**config.mk**
```make
export PLATFORM = sky130hd
export DESIGN_NAME = ultrasonic_echo_ranger_flat
export DESIGN_NICKNAME = d
export VERILOG_FILES = /design/src/rtl/core/uer_pkg.sv /design/src/rtl/core/uer_in_if.sv /design/src/rtl/core/uer_out_if.sv /design/src/rtl/core/ultrasonic_echo_ranger.sv /design/src/flat_wrapper.sv
export SDC_FILE = /design/constraint.sdc
export NUM_CORES = 1
export LEC_CHECK = 0
export BUFFER_PORTS_ARGS = -buffer_cell sky130_fd_sc_hd__clkbuf_2
export CAP_MARGIN = 5
export CORE_MARGIN = 1.5
export CORE_UTILIZATION = 45
export CTS_BUF_LIST = sky130_fd_sc_hd__clkbuf_16
export CTS_CLUSTER_DIAMETER = 50
export DETAILED_ROUTE_END_ITERATION = 10
export GPL_TIMING_DRIVEN = 0
export SLEW_MARGIN = 5
export SYNTH_ARGS = -nofsm -noshare
export SYNTH_HDL_FRONTEND = slang
export SYNTH_SLANG_ARGS = --single-unit
```
**constraint.sdc**
```tcl
create_clock -name clk -period 4.2 [get_ports clk]
set_input_delay 0.84 -clock clk [delete_from_list [all_inputs] [get_ports clk]]
set_output_delay 0.84 -clock clk [all_outputs]
set_load 0.02 [all_outputs]
```
**src/rtl/core/uer_pkg.sv**
```systemverilog
// Shared types and constants for the ultrasonic echo ranger.
`timescale 1ns / 1ps

package uer_pkg;

  // Field and register widths
  localparam int TRIG_W    = 20;
  localparam int WIN_W     = 22;
  localparam int TIMEOUT_W = 18;
  localparam int TIMER_W   = 22;
  localparam int COUNT_W   = 18;
  localparam int DIST_W    = 16;
  localparam int APB_DW    = 32;
  localparam int APB_AW    = 4;

  // Register reset values
  localparam logic [TRIG_W-1:0]    TRIG_RST    = TRIG_W'(90000);
  localparam logic [WIN_W-1:0]     WIN_RST     = WIN_W'(300000);
  localparam logic [TIMEOUT_W-1:0] TIMEOUT_RST = TIMEOUT_W'(180000);

  // Register indexes (word address bits)
  localparam logic [1:0] REG_TRIGGER = 2'd0;
  localparam logic [1:0] REG_WINDOW  = 2'd1;
  localparam logic [1:0] REG_TIMEOUT = 2'd2;

  // Timer ticks per microsecond
  localparam int TICKS_PER_US = 6;

  // Distance scaling: hundredths of a cm = us * CM_SCALE / CM_DIVISOR
  localparam int CM_SCALE   = 100;
  localparam int CM_DIVISOR = 58;
  // Running distance needs room for the largest count before saturation
  localparam int DACC_W     = 19;
  localparam int DREM_W     = 6;

  // One result beat
  typedef struct packed {
    logic              trigger;
    logic              done_res;
    logic              no_target;
    logic [DIST_W-1:0] distance_hundredths;
  } res_t;

endpackage

```
**src/rtl/core/uer_in_if.sv**
```systemverilog
// Tick input channel: start request and sampled echo level.
`timescale 1ns / 1ps

interface uer_in_if;
  logic valid;
  logic ready;
  logic start_req;
  logic echo;

  modport source (output valid, output start_req, output echo, input ready);
  modport sink   (input valid, input start_req, input echo, output ready);
endinterface

```
**src/rtl/core/uer_out_if.sv**
```systemverilog
// Result channel: trigger level, done flag, no-target flag and distance.
`timescale 1ns / 1ps

interface uer_out_if;
  logic                       valid;
  logic                       ready;
  logic                       trigger;
  logic                       done_res;
  logic                       no_target;
  logic [uer_pkg::DIST_W-1:0] distance_hundredths;

  modport source (output valid, output trigger, output done_res, output no_target,
                  output distance_hundredths, input ready);
  modport sink   (input valid, input trigger, input done_res, input no_target,
                  input distance_hundredths, output ready);
endinterface

```
**src/rtl/core/ultrasonic_echo_ranger.sv**
```systemverilog
// Ultrasonic echo ranger: trigger sequencing, echo timing and distance output.
`timescale 1ns / 1ps

// Each input beat is one timer tick and yields exactly one result beat. A tick
// is taken every clock while the skid stage is empty: the state update and the
// result are one level of logic between the tick and the result register, and
// the sustained rate is one tick per clock unless the result side stalls. The
// distance is kept as a running value that steps with the echo count, so no
// divider or multiplier sits in the path. A one-beat skid stage behind the
// result register holds one tick while the result side stalls; filling it drops
// in_bus.ready. Registers over APB (pready always high): 0x0 trigger_ticks,
// 0x4 window_ticks, 0x8 timeout_ticks; a zero trigger or window length acts as
// one. Distance is floor(floor(count/TICKS_PER_US)*100/58) hundredths of a cm,
// saturated at 65535; a count above timeout_ticks reports no object.
module ultrasonic_echo_ranger #(
  parameter int TICKS_PER_US = uer_pkg::TICKS_PER_US
) (
  input  logic                       clk,
  input  logic                       rst_n,
  uer_in_if.sink                     in_bus,
  uer_out_if.source                  out_bus,
  input  logic                       psel,
  input  logic                       penable,
  input  logic                       pwrite,
  input  logic [uer_pkg::APB_AW-1:0] paddr,
  input  logic [uer_pkg::APB_DW-1:0] pwdata,
  output logic [uer_pkg::APB_DW-1:0] prdata,
  output logic                       pready
);

  // Phase codes
  localparam logic [1:0] PH_IDLE   = 2'd0;
  localparam logic [1:0] PH_TRIG   = 2'd1;
  localparam logic [1:0] PH_WAIT   = 2'd2;
  localparam logic [1:0] PH_LISTEN = 2'd3;

  localparam int TW = uer_pkg::TIMER_W;
  localparam int CW = uer_pkg::COUNT_W;
  localparam int AW = uer_pkg::DACC_W;
  localparam int RW = uer_pkg::DREM_W;
  localparam int DW = uer_pkg::APB_DW;

  // Tick remainder counter width: holds 0..TICKS_PER_US
  localparam int TREM_W = $clog2(TICKS_PER_US + 1);

  // Distance step per whole microsecond
  localparam int DSTEP = uer_pkg::CM_SCALE / uer_pkg::CM_DIVISOR;
  localparam int RSTEP = uer_pkg::CM_SCALE % uer_pkg::CM_DIVISOR;

  // Tracker state after the first echo tick (count of one)
  localparam logic [TREM_W-1:0] TREM_FIRST = (TICKS_PER_US == 1) ? TREM_W'(0) : TREM_W'(1);
  localparam logic [AW-1:0]     DACC_FIRST = (TICKS_PER_US == 1) ? AW'(DSTEP) : AW'(0);
  localparam logic [RW-1:0]     DREM_FIRST = (TICKS_PER_US == 1) ? RW'(RSTEP) : RW'(0);

  localparam logic [CW-1:0]     COUNT_MAX  = {CW{1'b1}};

  // Configuration registers
  logic [uer_pkg::TRIG_W-1:0]    trig_cfg_r;
  logic [uer_pkg::WIN_W-1:0]     win_cfg_r;
  logic [uer_pkg::TIMEOUT_W-1:0] timeout_cfg_r;

  // Ranging state
  logic [1:0]        phase_r, phase_nxt;
  logic [TW-1:0]     timer_r, timer_nxt;
  logic [CW-1:0]     count_r, count_nxt;
  logic              fall_r, fall_nxt;
  logic              echo_prev_r;
  logic [TREM_W-1:0] trem_r, trem_nxt;
  logic [AW-1:0]     dacc_r, dacc_nxt;
  logic [RW-1:0]     drem_r, drem_nxt;

  // Output register and skid stage
  uer_pkg::res_t res;
  uer_pkg::res_t out_r, skid_r;
  logic          out_valid_r, skid_valid_r;

  logic in_fire;
  logic out_open;

  // APB write and read
  wire cfg_wr = psel && penable && pwrite;
  assign pready = 1'b1;

  always_ff @(posedge clk) begin
    if (!rst_n) begin
      trig_cfg_r    <= uer_pkg::TRIG_RST;
      win_cfg_r     <= uer_pkg::WIN_RST;
      timeout_cfg_r <= uer_pkg::TIMEOUT_RST;
    end else if (cfg_wr) begin
      case (paddr[3:2])
        uer_pkg::REG_TRIGGER: trig_cfg_r    <= pwdata[uer_pkg::TRIG_W-1:0];
        uer_pkg::REG_WINDOW:  win_cfg_r     <= pwdata[uer_pkg::WIN_W-1:0];
        uer_pkg::REG_TIMEOUT: timeout_cfg_r <= pwdata[uer_pkg::TIMEOUT_W-1:0];
        default: ;
      endcase
    end
  end

  always_comb begin
    case (paddr[3:2])
      uer_pkg::REG_TRIGGER: prdata = DW'(trig_cfg_r);
      uer_pkg::REG_WINDOW:  prdata = DW'(win_cfg_r);
      uer_pkg::REG_TIMEOUT: prdata = DW'(timeout_cfg_r);
      default:              prdata = '0;
    endcase
  end

  // Effective lengths: zero acts as one
  wire [TW-1:0] trig_len = (trig_cfg_r == '0) ? TW'(1) : TW'(trig_cfg_r);
  wire [TW-1:0] win_len  = (win_cfg_r == '0) ? TW'(1) : TW'(win_cfg_r);

  // One step of the running distance (count grows by one)
  wire [TREM_W-1:0] trem_inc  = trem_r + TREM_W'(1);
  wire              us_wrap   = (trem_inc == TREM_W'(TICKS_PER_US));
  wire [RW:0]       drem_sum  = {1'b0, drem_r} + (RW+1)'(RSTEP);
  wire              drem_cy   = (drem_sum >= (RW+1)'(uer_pkg::CM_DIVISOR));
  wire [RW:0]       drem_red  = drem_sum - (RW+1)'(uer_pkg::CM_DIVISOR);

  wire [TREM_W-1:0] step_trem = us_wrap ? '0 : trem_inc;
  wire [AW-1:0]     step_dacc = !us_wrap ? dacc_r :
                                drem_cy ? dacc_r + AW'(DSTEP + 1) : dacc_r + AW'(DSTEP);
  wire [RW-1:0]     step_drem = !us_wrap ? drem_r :
                                drem_cy ? drem_red[RW-1:0] : drem_sum[RW-1:0];

  wire [uer_pkg::DIST_W-1:0] dist_sat =
    (dacc_r > AW'({uer_pkg::DIST_W{1'b1}})) ? {uer_pkg::DIST_W{1'b1}}
                                            : dacc_r[uer_pkg::DIST_W-1:0];

  wire [TW-1:0] timer_inc = timer_r + TW'(1);

  // Next state and result for one tick
  always_comb begin
    phase_nxt = phase_r;
    timer_nxt = timer_r;
    count_nxt = count_r;
    fall_nxt  = fall_r;
    trem_nxt  = trem_r;
    dacc_nxt  = dacc_r;
    drem_nxt  = drem_r;
    res       = '0;

    case (phase_r)
      PH_TRIG: begin
        if (timer_r >= trig_len) begin
          phase_nxt = PH_WAIT;
          timer_nxt = '0;
        end else begin
          timer_nxt   = timer_inc;
          res.trigger = 1'b1;
        end
      end
      PH_WAIT: begin
        // Echo rise opens the window and counts as the first echo tick
        if (in_bus.echo) begin
          phase_nxt = PH_LISTEN;
          timer_nxt = TW'(1);
          count_nxt = CW'(1);
          fall_nxt  = 1'b0;
          trem_nxt  = TREM_FIRST;
          dacc_nxt  = DACC_FIRST;
          drem_nxt  = DREM_FIRST;
          // A one-tick window closes on the rise itself and retriggers
          if (win_len == TW'(1)) begin
            phase_nxt   = PH_TRIG;
            res.trigger = 1'b1;
          end
        end
      end
      PH_LISTEN: begin
        timer_nxt = timer_inc;
        if (!fall_r) begin
          if (in_bus.echo) begin
            if (count_r != COUNT_MAX) begin
              count_nxt = count_r + CW'(1);
              trem_nxt  = step_trem;
              dacc_nxt  = step_dacc;
              drem_nxt  = step_drem;
            end
          end else if (echo_prev_r) begin
            fall_nxt = 1'b1;
          end
        end
        // Window end: report, or retrigger when the echo never fell
        if (timer_inc >= win_len) begin
          if (fall_nxt) begin
            res.done_res = 1'b1;
            if (count_r > timeout_cfg_r) res.no_target = 1'b1;
            else res.distance_hundredths = dist_sat;
            phase_nxt = PH_IDLE;
            timer_nxt = '0;
            count_nxt = '0;
            fall_nxt  = 1'b0;
          end else begin
            count_nxt   = '0;
            phase_nxt   = PH_TRIG;
            timer_nxt   = TW'(1);
            res.trigger = 1'b1;
          end
        end
      end
      default: begin
        if (in_bus.start_req) begin
          count_nxt   = '0;
          fall_nxt    = 1'b0;
          phase_nxt   = PH_TRIG;
          timer_nxt   = TW'(1);
          res.trigger = 1'b1;
        end
      end
    endcase
  end

  // Handshake: skid stage absorbs one beat while the output stalls
  assign in_bus.ready = !skid_valid_r;
  assign in_fire      = in_bus.valid && !skid_valid_r;
  assign out_open     = !out_valid_r || out_bus.ready;

  // State registers advance on each accepted tick
  always_ff @(posedge clk) begin
    if (!rst_n) begin
      phase_r     <= PH_IDLE;
      timer_r     <= '0;
      count_r     <= '0;
      fall_r      <= 1'b0;
      echo_prev_r <= 1'b0;
      trem_r      <= '0;
      dacc_r      <= '0;
      drem_r      <= '0;
    end else if (in_fire) begin
      phase_r     <= phase_nxt;
      timer_r     <= timer_nxt;
      count_r     <= count_nxt;
      fall_r      <= fall_nxt;
      echo_prev_r <= in_bus.echo;
      trem_r      <= trem_nxt;
      dacc_r      <= dacc_nxt;
      drem_r      <= drem_nxt;
    end
  end

  // Result register and skid valids
  always_ff @(posedge clk) begin
    if (!rst_n) begin
      out_valid_r  <= 1'b0;
      skid_valid_r <= 1'b0;
    end else if (out_open) begin
      out_valid_r  <= skid_valid_r || in_fire;
      skid_valid_r <= 1'b0;
    end else if (in_fire) begin
      skid_valid_r <= 1'b1;
    end
  end

  // Result payload
  always_ff @(posedge clk) begin
    if (out_open) begin
      out_r <= skid_valid_r ? skid_r : res;
    end else if (in_fire) begin
      skid_r <= res;
    end
  end

  assign out_bus.valid               = out_valid_r;
  assign out_bus.trigger             = out_r.trigger;
  assign out_bus.done_res            = out_r.done_res;
  assign out_bus.no_target           = out_r.no_target;
  assign out_bus.distance_hundredths = out_r.distance_hundredths;

endmodule

```
**src/flat_wrapper.sv**
```systemverilog
// flat-port wrapper written by rule: the top's interface ports become plain ports
module ultrasonic_echo_ranger_flat 
#(
  parameter int TICKS_PER_US = uer_pkg::TICKS_PER_US
)
  (clk, rst_n, psel, penable, pwrite, paddr, pwdata, prdata, pready, in_bus_valid, in_bus_start_req, in_bus_echo, in_bus_ready, out_bus_valid, out_bus_trigger, out_bus_done_res, out_bus_no_target, out_bus_distance_hundredths, out_bus_ready);
  uer_in_if in_bus_i ();
  uer_out_if out_bus_i ();
  input  logic clk;
  input  logic rst_n;
  input  logic psel;
  input  logic penable;
  input  logic pwrite;
  input  logic [uer_pkg::APB_AW-1:0] paddr;
  input  logic [uer_pkg::APB_DW-1:0] pwdata;
  output logic [uer_pkg::APB_DW-1:0] prdata;
  output logic pready;
  input wire logic [$bits(in_bus_i.valid)-1:0] in_bus_valid;
  input wire logic [$bits(in_bus_i.start_req)-1:0] in_bus_start_req;
  input wire logic [$bits(in_bus_i.echo)-1:0] in_bus_echo;
  output wire logic [$bits(in_bus_i.ready)-1:0] in_bus_ready;
  output wire logic [$bits(out_bus_i.valid)-1:0] out_bus_valid;
  output wire logic [$bits(out_bus_i.trigger)-1:0] out_bus_trigger;
  output wire logic [$bits(out_bus_i.done_res)-1:0] out_bus_done_res;
  output wire logic [$bits(out_bus_i.no_target)-1:0] out_bus_no_target;
  output wire logic [$bits(out_bus_i.distance_hundredths)-1:0] out_bus_distance_hundredths;
  input wire logic [$bits(out_bus_i.ready)-1:0] out_bus_ready;
  assign in_bus_i.valid = in_bus_valid;
  assign in_bus_i.start_req = in_bus_start_req;
  assign in_bus_i.echo = in_bus_echo;
  assign in_bus_ready = in_bus_i.ready;
  assign out_bus_valid = out_bus_i.valid;
  assign out_bus_trigger = out_bus_i.trigger;
  assign out_bus_done_res = out_bus_i.done_res;
  assign out_bus_no_target = out_bus_i.no_target;
  assign out_bus_distance_hundredths = out_bus_i.distance_hundredths;
  assign out_bus_i.ready = out_bus_ready;
  ultrasonic_echo_ranger #(.TICKS_PER_US(TICKS_PER_US)) u_core (.clk(clk), .rst_n(rst_n), .in_bus(in_bus_i), .out_bus(out_bus_i), .psel(psel), .penable(penable), .pwrite(pwrite), .paddr(paddr), .pwdata(pwdata), .prdata(prdata), .pready(pready));
endmodule
```
==> impl_metrics.csv, run 1 <==
group,metric,value,unit
status,status,"complete, no violations",
synth,syn_area_per_cell,8.347,sq um
clock_tree,clock_sinks,171,
synth,yosysWarnings,0,
synth,ys_seq_area_frac,0.3959,
route,route.detailed.drc,0,
sta,slew_viol_final,0,
floorplanning,design.portCount,99,
sta,fin_hold_ws,0.4605,ns
floorplanning,die_h,149.1,um
pwr,vdd_drop_max,0.2781,mV
pwr,leakagePower,4.513,nW
floorplanning,die_w,149.1,um
route,dr.pass1.iters,5,
sta,max_freq,244.2,MHz
clock_tree,root_buffer,"clkbuf_16",
job,maxCapViolations,0,
final_layout,layout-drive-gt1-share,0.1331,
route,drtAntennaViolNets,0,
pwr,power.share.clock,0.448,
global_routing,grt_pass1_wl,42.79,mm
clock_tree,cts_buffers,17,
floorplanning,rows,53,
route,avgRoutedWirePerCell,17.77,um
place,port_buffers,73,
sta,fin_skew,0.01631,ns
sta,relSlewSlack,0.2231,
synth,ys_ff_latch,171,
pwr,comb_power_share,0.086,
floorplanning,design.core.area,20960,sq um
global_routing,gr-usage-all-layers,0.2506,
final_layout,fin_nets,1369,
pwr,switching_share,0.2911,
place,hpwl,20.88,mm
pwr,total_power,3.710,mW
synth,synth_edf_count,38,
setup_path,cp_max_fo,10,
setup_path,reg2reg_depth,12,
sta,setup_viol,0,
setup_path,critical_path_class,"register to register",
synth,yosys.cell_types.count,66,
setup_path,endpoint_kind,"register",
synth,synth-main-ff-cell,"dfxtp_1",
pwr,p_int,2.630,mW
clock_tree,ctsHoldBuffers,0,
floorplanning,start_util,0.4585,
setup_path,required,4.50,ns
clock_tree,cts-htree-levels,4,
route,vias_per_cell,5.529,
hold_path,worstHoldPathType,"register to register",
pwr,powerDensity,332.5,nW/um^2
setup_path,startpoint_type,"register",
clock_tree,clkTransAtPathRegs,0.07,ns
route,drtIter0Drc,587,
final_layout,area_growth,16.15,%
pwr,pwr-share-seq,0.466,
global_routing,grt_pass1_vias,7898,
synth,postSynthCellCount,1151,
synth,netlist_area,9608,sq um
route,vias,8542,
clock_tree,clock_path_buffers,2,
hold_path,min_path_cells,2,
route,routed_wl,27.45,mm
place,gp_congestion,0.8846,
global_routing,grt.overflow.total,0,
pwr,power_switching,1.080,mW
clock_tree,clk_latency,0.45,ns
setup_path,arrival,4.39,ns
sta,finalHoldViolations,0,
sta,period_needed,4.096,ns
sta,period_share,0.9752,
floorplanning,die_area,22240,sq um
clock_tree,cts_tree,"built",
sta,worst_slew_pin_slew,1.153,ns
synth,synthArstFlopShare,0,
final_layout,diodes,0,
global_routing,grt_start_max_net_pins,23,
global_routing,antenna_found_initial,0,
-- cells by family (layout without fill, tap and decap cells) --
kind of cell             Yosys count  in the layout  synth area share
other                              2             11         0.0007816
adder cells (fa/ha/maj)           67             67           0.08725
XOR/XNOR                          45             45           0.04102
AO/OA/AOI/OAI                    260            260            0.1732
AND/OR/NAND/NOR                  437            437            0.2110
flip-flops                       171            171            0.3959
multiplexers                      27             27           0.02839
buffers and inverters            142            252           0.06251
-- cells in the mapped netlist, types with 3 or more instances --
cell,n,area (sq um)
ha_1,67,838.3
nand3b_1,5,37.54
buf_2,3,15.01
nor2b_1,9,56.30
a21oi_1,90,450.4
nor2_1,100,375.4
a31oi_1,4,25.02
nand3_1,35,175.2
o21ai_1,7,35.03
or4_1,8,60.06
a21o_1,12,90.09
nand4_1,22,137.6
o31ai_1,27,202.7
nand2_1,183,686.9
mux2i_1,25,250.2
xor2_1,22,192.7
edfxtp_1,38,1141
nor4_1,9,56.30
or3_1,4,25.02
o211ai_1,29,217.7
and4_1,5,43.79
and3_1,15,93.84
dfxtp_1,133,2663
o21ai_0,44,220.2
a211oi_1,11,82.58
clkbuf_1,51,191.4
a32oi_1,9,78.83
inv_1,71,266.5
xnor2_1,23,201.4
or2_2,3,18.77
nor3_1,10,50.05
buf_4,13,97.59
o41ai_1,3,26.28
and2_1,8,50.05
nand2b_1,10,62.56
a22o_1,3,26.28
-- through the flow --
stage               area [sq um]  setup TNS [ns]  setup slack, ns  utilization  std cells
floorplan                   9642               0           0.4257            -       1160
finish                     11160               0           0.1042       0.5325       1545
global placement           10350          -34.88          -0.6778       0.4940       1508
CTS                        11060               0         0.004317       0.5277       1541
global route               11160       -0.003682        -0.003682       0.5325       1545
detailed placement         10370          -33.65          -0.6399       0.4948       1509
-- state kept, by name, summed over array words and instances (netlist names) --
name                                count
u_core.timer_r                         22
u_core.win_cfg_r                       22
u_core.trig_cfg_r                      20
u_core.dacc_r                          19
u_core.skid_r                          19
u_core.count_r                         18
u_core.timeout_cfg_r                   18
u_core.out_bus.distance_hundredths     16
u_core.drem_r                           5
u_core.trem_r                           3
u_core.phase_r                          2
u_core.echo_prev_r                      1
u_core.fall_r                           1
u_core.out_bus.done_res                 1
u_core.out_bus.no_target                1
u_core.out_bus.trigger                  1
u_core.out_bus.valid                    1
u_core.skid_valid_r                     1
-- power groups by stage --
stage,logic [mW],clock network [mW],registers (mW)
global placement,0.309,0,1.77
floorplan,0.179,0,1.78
finish,0.319,1.66,1.73
global route,0.345,1.75,1.73
CTS,0.315,1.68,1.73
detailed placement,0.312,0,1.77
-- worst paths after layout --
| path | from | to | slack (ns) |
|---|---|---|---|
| setup / recovery | u_core.trig_cfg_r[1] | u_core.timer_r[1] | 0.10 |
| hold / removal | u_core.echo_prev_r | u_core.echo_prev_r | 0.46 |
| setup reg to reg | u_core.trig_cfg_r[1] | u_core.timer_r[1] | 0.10 |
| hold reg to reg | u_core.echo_prev_r | u_core.echo_prev_r | 0.46 |
-- critical path, stage by stage, from the launching register on --
cell and delay [ns]:
dfxtp_1 0.35, nor4_1 0.44, nand4_1 0.15, o41ai_1 0.57
ha_1 0.20, nand2b_1 0.10, a211oi_1 0.08, o2bb2ai_1 0.19
a21oi_1 0.13, o211ai_1 0.81, nand2_1 0.52, a32oi_1 0.34
nor2_1 0.06
-- area by class of cell --
cell class | count | area (sq um)
buffer | 69 | 334.1
clock buffer | 17 | 425.4
clock inverter | 15 | 211.5
fill | 2041 | 9796
inverter | 72 | 270.3
multi-input combinational | 847 | 5341
sequential | 171 | 3815
tap | 275 | 344.1
timing repair buffer | 79 | 417.9
-- timing repair --
item | CTS | global route
setup endpoints to repair | 81 | 62
gates resized for setup | 15 | 18
pin swaps | 1 | 2
setup buffers | 1 | 4
-- layer usage --
| metal | global-route usage | routed length [um] | part of all wire | up-vias |
|---|---|---|---|---|
| li1 | - | - | - | 4256 |
| met1 | 0.3367 | 12580 | 0.46 | 3993 |
| met2 | 0.4174 | 12920 | 0.47 | 251 |
| met3 | 0.03028 | 1349 | 0.049 | 42 |
| met4 | 0.08317 | 604 | 0.022 | 0 |
| met5 | 0 | 0 | 0 | - |
-- cells in the final DEF, fill, tap and decap left out, types with 6 or more instances in the layout --
cell type / n
nand2_1: 183
dfxtp_1: 128
nor2_1: 97
a21oi_1: 90
clkbuf_2: 77
inv_1: 71
ha_1: 66
clkbuf_1: 46
o21ai_0: 44
edfxtp_1: 38
nand3_1: 32
o211ai_1: 29
o31ai_1: 27
mux2i_1: 25
nand4_1: 22
xor2_1: 22
xnor2_1: 21
buf_4: 19
clkbuf_16: 17
and3_1: 13
a21o_1: 12
a211oi_1: 11
conb_1: 11
nand2b_1: 10
nor2b_1: 9
nor4_1: 9
nor3_1: 9
a32oi_1: 9
and2_1: 8
or4_1: 8
clkinv_8: 7
o21ai_1: 6
No activity file was read; power rests on OpenSTA's default activity.
==> run 2: changes to the inputs <==
--- a/config.mk
+++ b/config.mk
@@ -8,7 +8,7 @@
 export BUFFER_PORTS_ARGS = -buffer_cell sky130_fd_sc_hd__clkbuf_2
 export CAP_MARGIN = 5
 export CORE_MARGIN = 1.5
-export CORE_UTILIZATION = 45
+export CORE_UTILIZATION = 35
 export CTS_BUF_LIST = sky130_fd_sc_hd__clkbuf_16
 export CTS_CLUSTER_DIAMETER = 50
 export DETAILED_ROUTE_END_ITERATION = 10
==> run 2 against run 1 <==
Maximum frequency rose by 1.2%. Die area is 28% higher. Clock skew grew 0.0021 ns. Total power shrank 0.54%. Flip-flop and latch count is the same. Hold slack worse by 0.0055 ns. Via count rose by 1.6%. First-iteration DRC count down 9.4%. Critical path type unchanged. Highest routed layer unchanged.
==> impl_metrics.csv, run 2 (same netlist as run 1, synthesis figures left out) <==
group,metric,value,unit
status,status,"complete, no violations",
floorplanning,die_area,28450,sq um
global_routing,gr-usage-all-layers,0.2021,
sta,relSlewSlack,0.3376,
clock_tree,clkTransAtPathRegs,0.08,ns
place,hpwl,21.17,mm
place,gp_congestion,0.8846,
global_routing,grt_pass1_vias,8417,
job,maxCapViolations,0,
setup_path,cp_common_cell,"and3_1",
place,place_ws,-0.6329,ns
sta,worst_slew_pin_slew,0.9831,ns
final_layout,layout_commonest_cell,"nand2_1",
route,vias_per_cell,5.382,
route,drtIter0Drc,532,
setup_path,required,4.37,ns
route,avgRoutedWirePerCell,17.24,um
place,port_buffers,73,
setup_path,max_stage_delay,0.38,ns
final_layout,fin_cells,1613,
place,placed_cells,1575,
clock_tree,cts-htree-levels,4,
route,dr.pass1.iters,5,
sta,fin_hold_ws,0.4549,ns
setup_path,cp_max_fo,10,
hold_path,worstHoldPathType,"register to register",
floorplanning,die_h,168.7,um
pwr,leakagePower,4.513,nW
sta,slew_viol_final,0,
final_layout,diodes,0,
global_routing,antenna_found_initial,0,
sta,fin_ws,0.1532,ns
sta,period_share,0.9635,
setup_path,path_cells,"and3_1, and3_1, and3_4, nand3_4, nor2_4, nand3_1, xnor2_2, ha_1, a21o_1, a21oi_1, nor2b_1, a2111oi_4, buf_4, nand2_1, nand4_1, clkbuf_2, o31ai_1",
final_layout,area_growth,16.98,%
clock_tree,root_buffer,"clkbuf_16",
final_layout,final_cell_mix,"nand2_1, dfxtp_1, nor2_1",
final_layout,fin_nets,1371,
clock_tree,clock_sinks,171,
pwr,vdd_drop_max,0.2539,mV
floorplanning,die_w,168.7,um
setup_path,endpoint_kind,"register",
sta,rsz0062_at_grt,"no",
floorplanning,start_util,0.3565,
sta,fin_skew,0.01837,ns
floorplanning,rows,60,
route,routed_wl,27.81,mm
route,drtAntennaViolNets,0,
floorplanning,design.core.area,26950,sq um
setup_path,startpoint_type,"register",
sta,max_freq,247.1,MHz
global_routing,grt_pass1_wl,45.11,mm
final_layout,layout-drive-gt1-share,0.1360,
sta,setup_viol,0,
clock_tree,cts_buffers,17,
global_routing,grt_start_max_net_pins,23,
setup_path,critical_path_class,"register to register",
sta,setup_tns,0,ns
final_layout,top_regs,"u_core.timer_r (22), u_core.win_cfg_r (22), u_core.trig_cfg_r (20)",
sta,period_needed,4.047,ns
sta,finalHoldViolations,0,
clock_tree,clock_path_buffers,2,
setup_path,crit_slowest_cell,"dfxtp_2",
setup_path,arrival,4.22,ns
route,vias,8681,
clock_tree,cts_tree,"built",
clock_tree,clk_latency,0.45,ns
route,route.detailed.drc,0,
pwr,powerDensity,328.3,nW/um^2
floorplanning,design.portCount,99,
global_routing,grt.overflow.total,0,
pwr,total_power,3.690,mW
[run 2: metal layers]
layer / share of wire / vias up / track usage
li1: - / 4252 / -
met1: 0.47 / 4134 / 0.2753
met2: 0.46 / 257 / 0.3324
met3: 0.051 / 38 / 0.03133
met4: 0.018 / 0 / 0.05474
met5: 0 / - / 0
[run 2: repair_timing]
action                                  4_1_cts  5_1_grt
pin swaps                                     2        3
buffers inserted                              4        3
endpoints found under the setup margin       69       66
hold endpoints to repair                      0        0
gates resized for setup                      19       16
hold buffers                                  0        0
[run 2: worst max-delay path, delay by kind of cell, from the launching register on]
kind	cells	cell delay, ns
compound gates	4	0.79
xor+xnor	1	0.19
fa+ha+maj	1	0.33
buf+inv	2	0.51
flops	1	0.38
simple gates	9	1.58
[run 2: layout make-up]
cell class	instances	area, sq um
well taps	341	426.7
clock inverters	15	193.9
fillers	2712	15710
flip-flops and latches	171	3815
plain buffers	69	334.1
repair buffers	81	432.9
clock buffers	17	425.4
inverters	72	270.3
multi-input cells	847	5341
[run 2: final timing paths]
path | startpoint | endpoint | slack [ns] | cells past startpoint
max reg2reg | u_core.timer_r[4] | u_core.out_bus.distance_hundredths[2] | 0.15 | 17
min | u_core.echo_prev_r | u_core.echo_prev_r | 0.45 | 2
max | u_core.timer_r[4] | u_core.out_bus.distance_hundredths[2] | 0.15 | 17
min reg2reg | u_core.echo_prev_r | u_core.echo_prev_r | 0.45 | 2
[run 2: per-stage QoR]
stage / util / instance area (sq um)
after global routing: 0.4170 / 11240
after CTS: 0.4145 / 11170
after detailed placement: 0.3878 / 10450
after global placement: 0.3871 / 10430
final: 0.4170 / 11240
after floorplan: - / 9642
[run 2: report_power, final]
group | total, mW | leakage (nW) | switching (mW) | internal, mW
registers | 1.73 | 1.46 | 0.0206 | 1.71
logic | 0.321 | 2.76 | 0.224 | 0.0972
clock network | 1.64 | 0.298 | 0.826 | 0.814
total | 3.69 | 4.51 | 1.07 | 2.62
==> run 3: changes to the inputs <==
--- a/config.mk
+++ b/config.mk
@@ -13,6 +13,7 @@
 export CTS_CLUSTER_DIAMETER = 50
 export DETAILED_ROUTE_END_ITERATION = 10
 export GPL_TIMING_DRIVEN = 0
+export PLACE_DENSITY = 0.62
 export SLEW_MARGIN = 5
 export SYNTH_ARGS = -nofsm -noshare
 export SYNTH_HDL_FRONTEND = slang
==> run 3 against run 2 <==
Via count down 1.1%. Combinational power about the same. Utilization down 0.20 points. Clock power about the same. Global-route usage down 0.60 points. Worst setup slack better by 0.060 ns. Non-clock buffer count down 4. Hold slack better by 0.0078 ns. Sequential share of layout area up 0.14 points. Maximum frequency up 1.5%. Critical path type unchanged.
==> impl_metrics.csv, run 3 (same netlist as run 1, synthesis figures left out) <==
group,metric,value,unit
final_layout,layout-drive-gt1-share,0.1301,
pwr,vdd_drop_max,0.2362,mV
sta,slew_viol_final,0,
clock_tree,clock_path_buffers,2,
clock_tree,clk_latency,0.44,ns
final_layout,n_fill_cell,2702,
pwr,comb_power_share,0.086,
final_layout,final-seq-area,3812,sq um
final_layout,multi_input_area,5341,sq um
floorplanning,start_util,0.3565,
route,routed_wl,27.40,mm
setup_path,critical_path_class,"register to register",
clock_tree,root_buffer,"clkbuf_16",
global_routing,grt_start_max_net_pins,23,
pwr,power_switching,0.9998,mW
setup_path,required,4.49,ns
global_routing,antenna_found_initial,0,
sta,fin_ws,0.2134,ns
sta,fin_hold_ws,0.4627,ns
floorplanning,design.portCount,99,
clock_tree,cts-htree-levels,4,
pwr,leakagePower,4.507,nW
final_layout,diodes,0,
route,vias,8589,
route,dr.pass1.iters,5,
setup_path,arrival,4.28,ns
floorplanning,die_h,168.7,um
pwr,powerDensity,329.2,nW/um^2
sta,fin_skew,0.01360,ns
pwr,switching_share,0.2715,
global_routing,grt.overflow.total,0,
route,avgRoutedWirePerCell,17.03,um
job,maxCapViolations,0,
sta,max_freq,250.8,MHz
global_routing,grt_pass1_wl,43.75,mm
final_layout,area_growth,16.42,%
sta,setup_tns,0,ns
sta,relSlewSlack,0.2379,
place,port_buffers,73,
floorplanning,rows,60,
pwr,total_power,3.682,mW
clock_tree,cts_tree,"built",
final_layout,fin_nets,1367,
floorplanning,die_w,168.7,um
sta,period_needed,3.987,ns
place,gp_congestion,0.9250,
setup_path,cp_max_fo,10,
floorplanning,design.core.area,26950,sq um
pwr,pwr-share-seq,0.470,
final_layout,final_cell_mix,"nand2_1, dfxtp_1, nor2_1",
setup_path,endpoint_kind,"register",
status,status,"complete, no violations",
sta,setup_viol,0,
setup_path,cp_common_cell,"and3_1",
global_routing,gr-usage-all-layers,0.1961,
floorplanning,die_area,28450,sq um
final_layout,top_regs,"u_core.timer_r (22), u_core.win_cfg_r (22), u_core.trig_cfg_r (20)",
route,route.detailed.drc,0,
setup_path,startpoint_type,"register",
final_layout,layout_commonest_cell,"nand2_1",
pwr,p_int,2.682,mW
route,drtAntennaViolNets,0,
setup_path,max_stage_delay,0.39,ns
route,vias_per_cell,5.338,
clock_tree,clock_sinks,171,
setup_path,crit_slowest_cell,"dfxtp_2",
sta,worst_slew_pin_slew,1.131,ns
place,place_ws,-0.5445,ns
sta,period_share,0.9492,
hold_path,worstHoldPathType,"register to register",
global_routing,grt_pass1_vias,8164,
place,hpwl,20.90,mm
route,drtIter0Drc,619,
clock_tree,cts_buffers,17,
pwr,power.share.clock,0.443,
place,placed_area,10450,sq um
final_layout,fin_area,11190,sq um
setup_path,path_cells,"and3_1, and3_1, and3_4, nand3_2, nor2_4, nand3_1, xnor2_2, ha_1, a21o_1, a21oi_1, nor2b_1, a2111oi_4, buf_4, and3_1, buf_6, and2_4, buf_6, buf_4, nand4b_1, a21oi_1",
sta,finalHoldViolations,0,
clock_tree,clkTransAtPathRegs,0.08,ns
==> run 3: final timing paths <==
kind                       from                 end  slack (ns)  cells after the start
max           u_core.timer_r[3]   u_core.count_r[1]        0.21                     20
min reg2reg  u_core.echo_prev_r  u_core.echo_prev_r        0.46                      2
min          u_core.echo_prev_r  u_core.echo_prev_r        0.46                      2
max reg2reg   u_core.timer_r[3]   u_core.count_r[1]        0.21                     20
==> run 3: layer usage <==
metal	vias up	GRT usage	routed length (um)
met3	52	0.03601	1501
met1	4030	0.2577	12450
li1	4237	-	-
met4	0	0.06677	741
met2	270	0.3234	12710
met5	-	0	0
==> run 3: per-stage QoR <==
step / util / instances
global route: 0.4150 / 1609
CTS: 0.4120 / 1607
floorplan: - / 1160
detailed placement: 0.3878 / 1575
global placement: 0.3871 / 1574
finish: 0.4150 / 1609
==> run 3: power groups by stage <==
stage	Sequential [mW]	Combinational, mW	Clock [mW]
final	1.73	0.318	1.63
after global placement	1.77	0.307	0
after CTS	1.73	0.314	1.65
after global routing	1.73	0.345	1.72
after detailed placement	1.77	0.311	0
after floorplan	1.78	0.179	0
==> run 3: worst max-delay path: cells and delay by family (launching register included) <==
family,cells,cell delay [ns]
AOI/OAI and AO/OA,4,0.59
DFF,1,0.39
xor gates and xnor gates,1,0.17
and+or+nand+nor,10,1.70
buffers and inverters,4,0.67
adders and majority gates,1,0.32
==> run 3: cell type report <==
cell class                      instances  area share
Buffer                                 69     0.02975
Multi-Input combinational cell        847      0.4775
Tap cell                              341     0.03814
Clock inverter                         14     0.01331
Clock buffer                           18     0.04027
Inverter                               72     0.02416
Sequential cell                       171      0.3408
Timing Repair Buffer                   77     0.03602
==> run 3: timing repair <==
action	in CTS	in global routing
buffers inserted	1	2
pin swaps	1	1
gates resized for setup	13	18
hold buffers	0	0
setup endpoints to repair	69	61
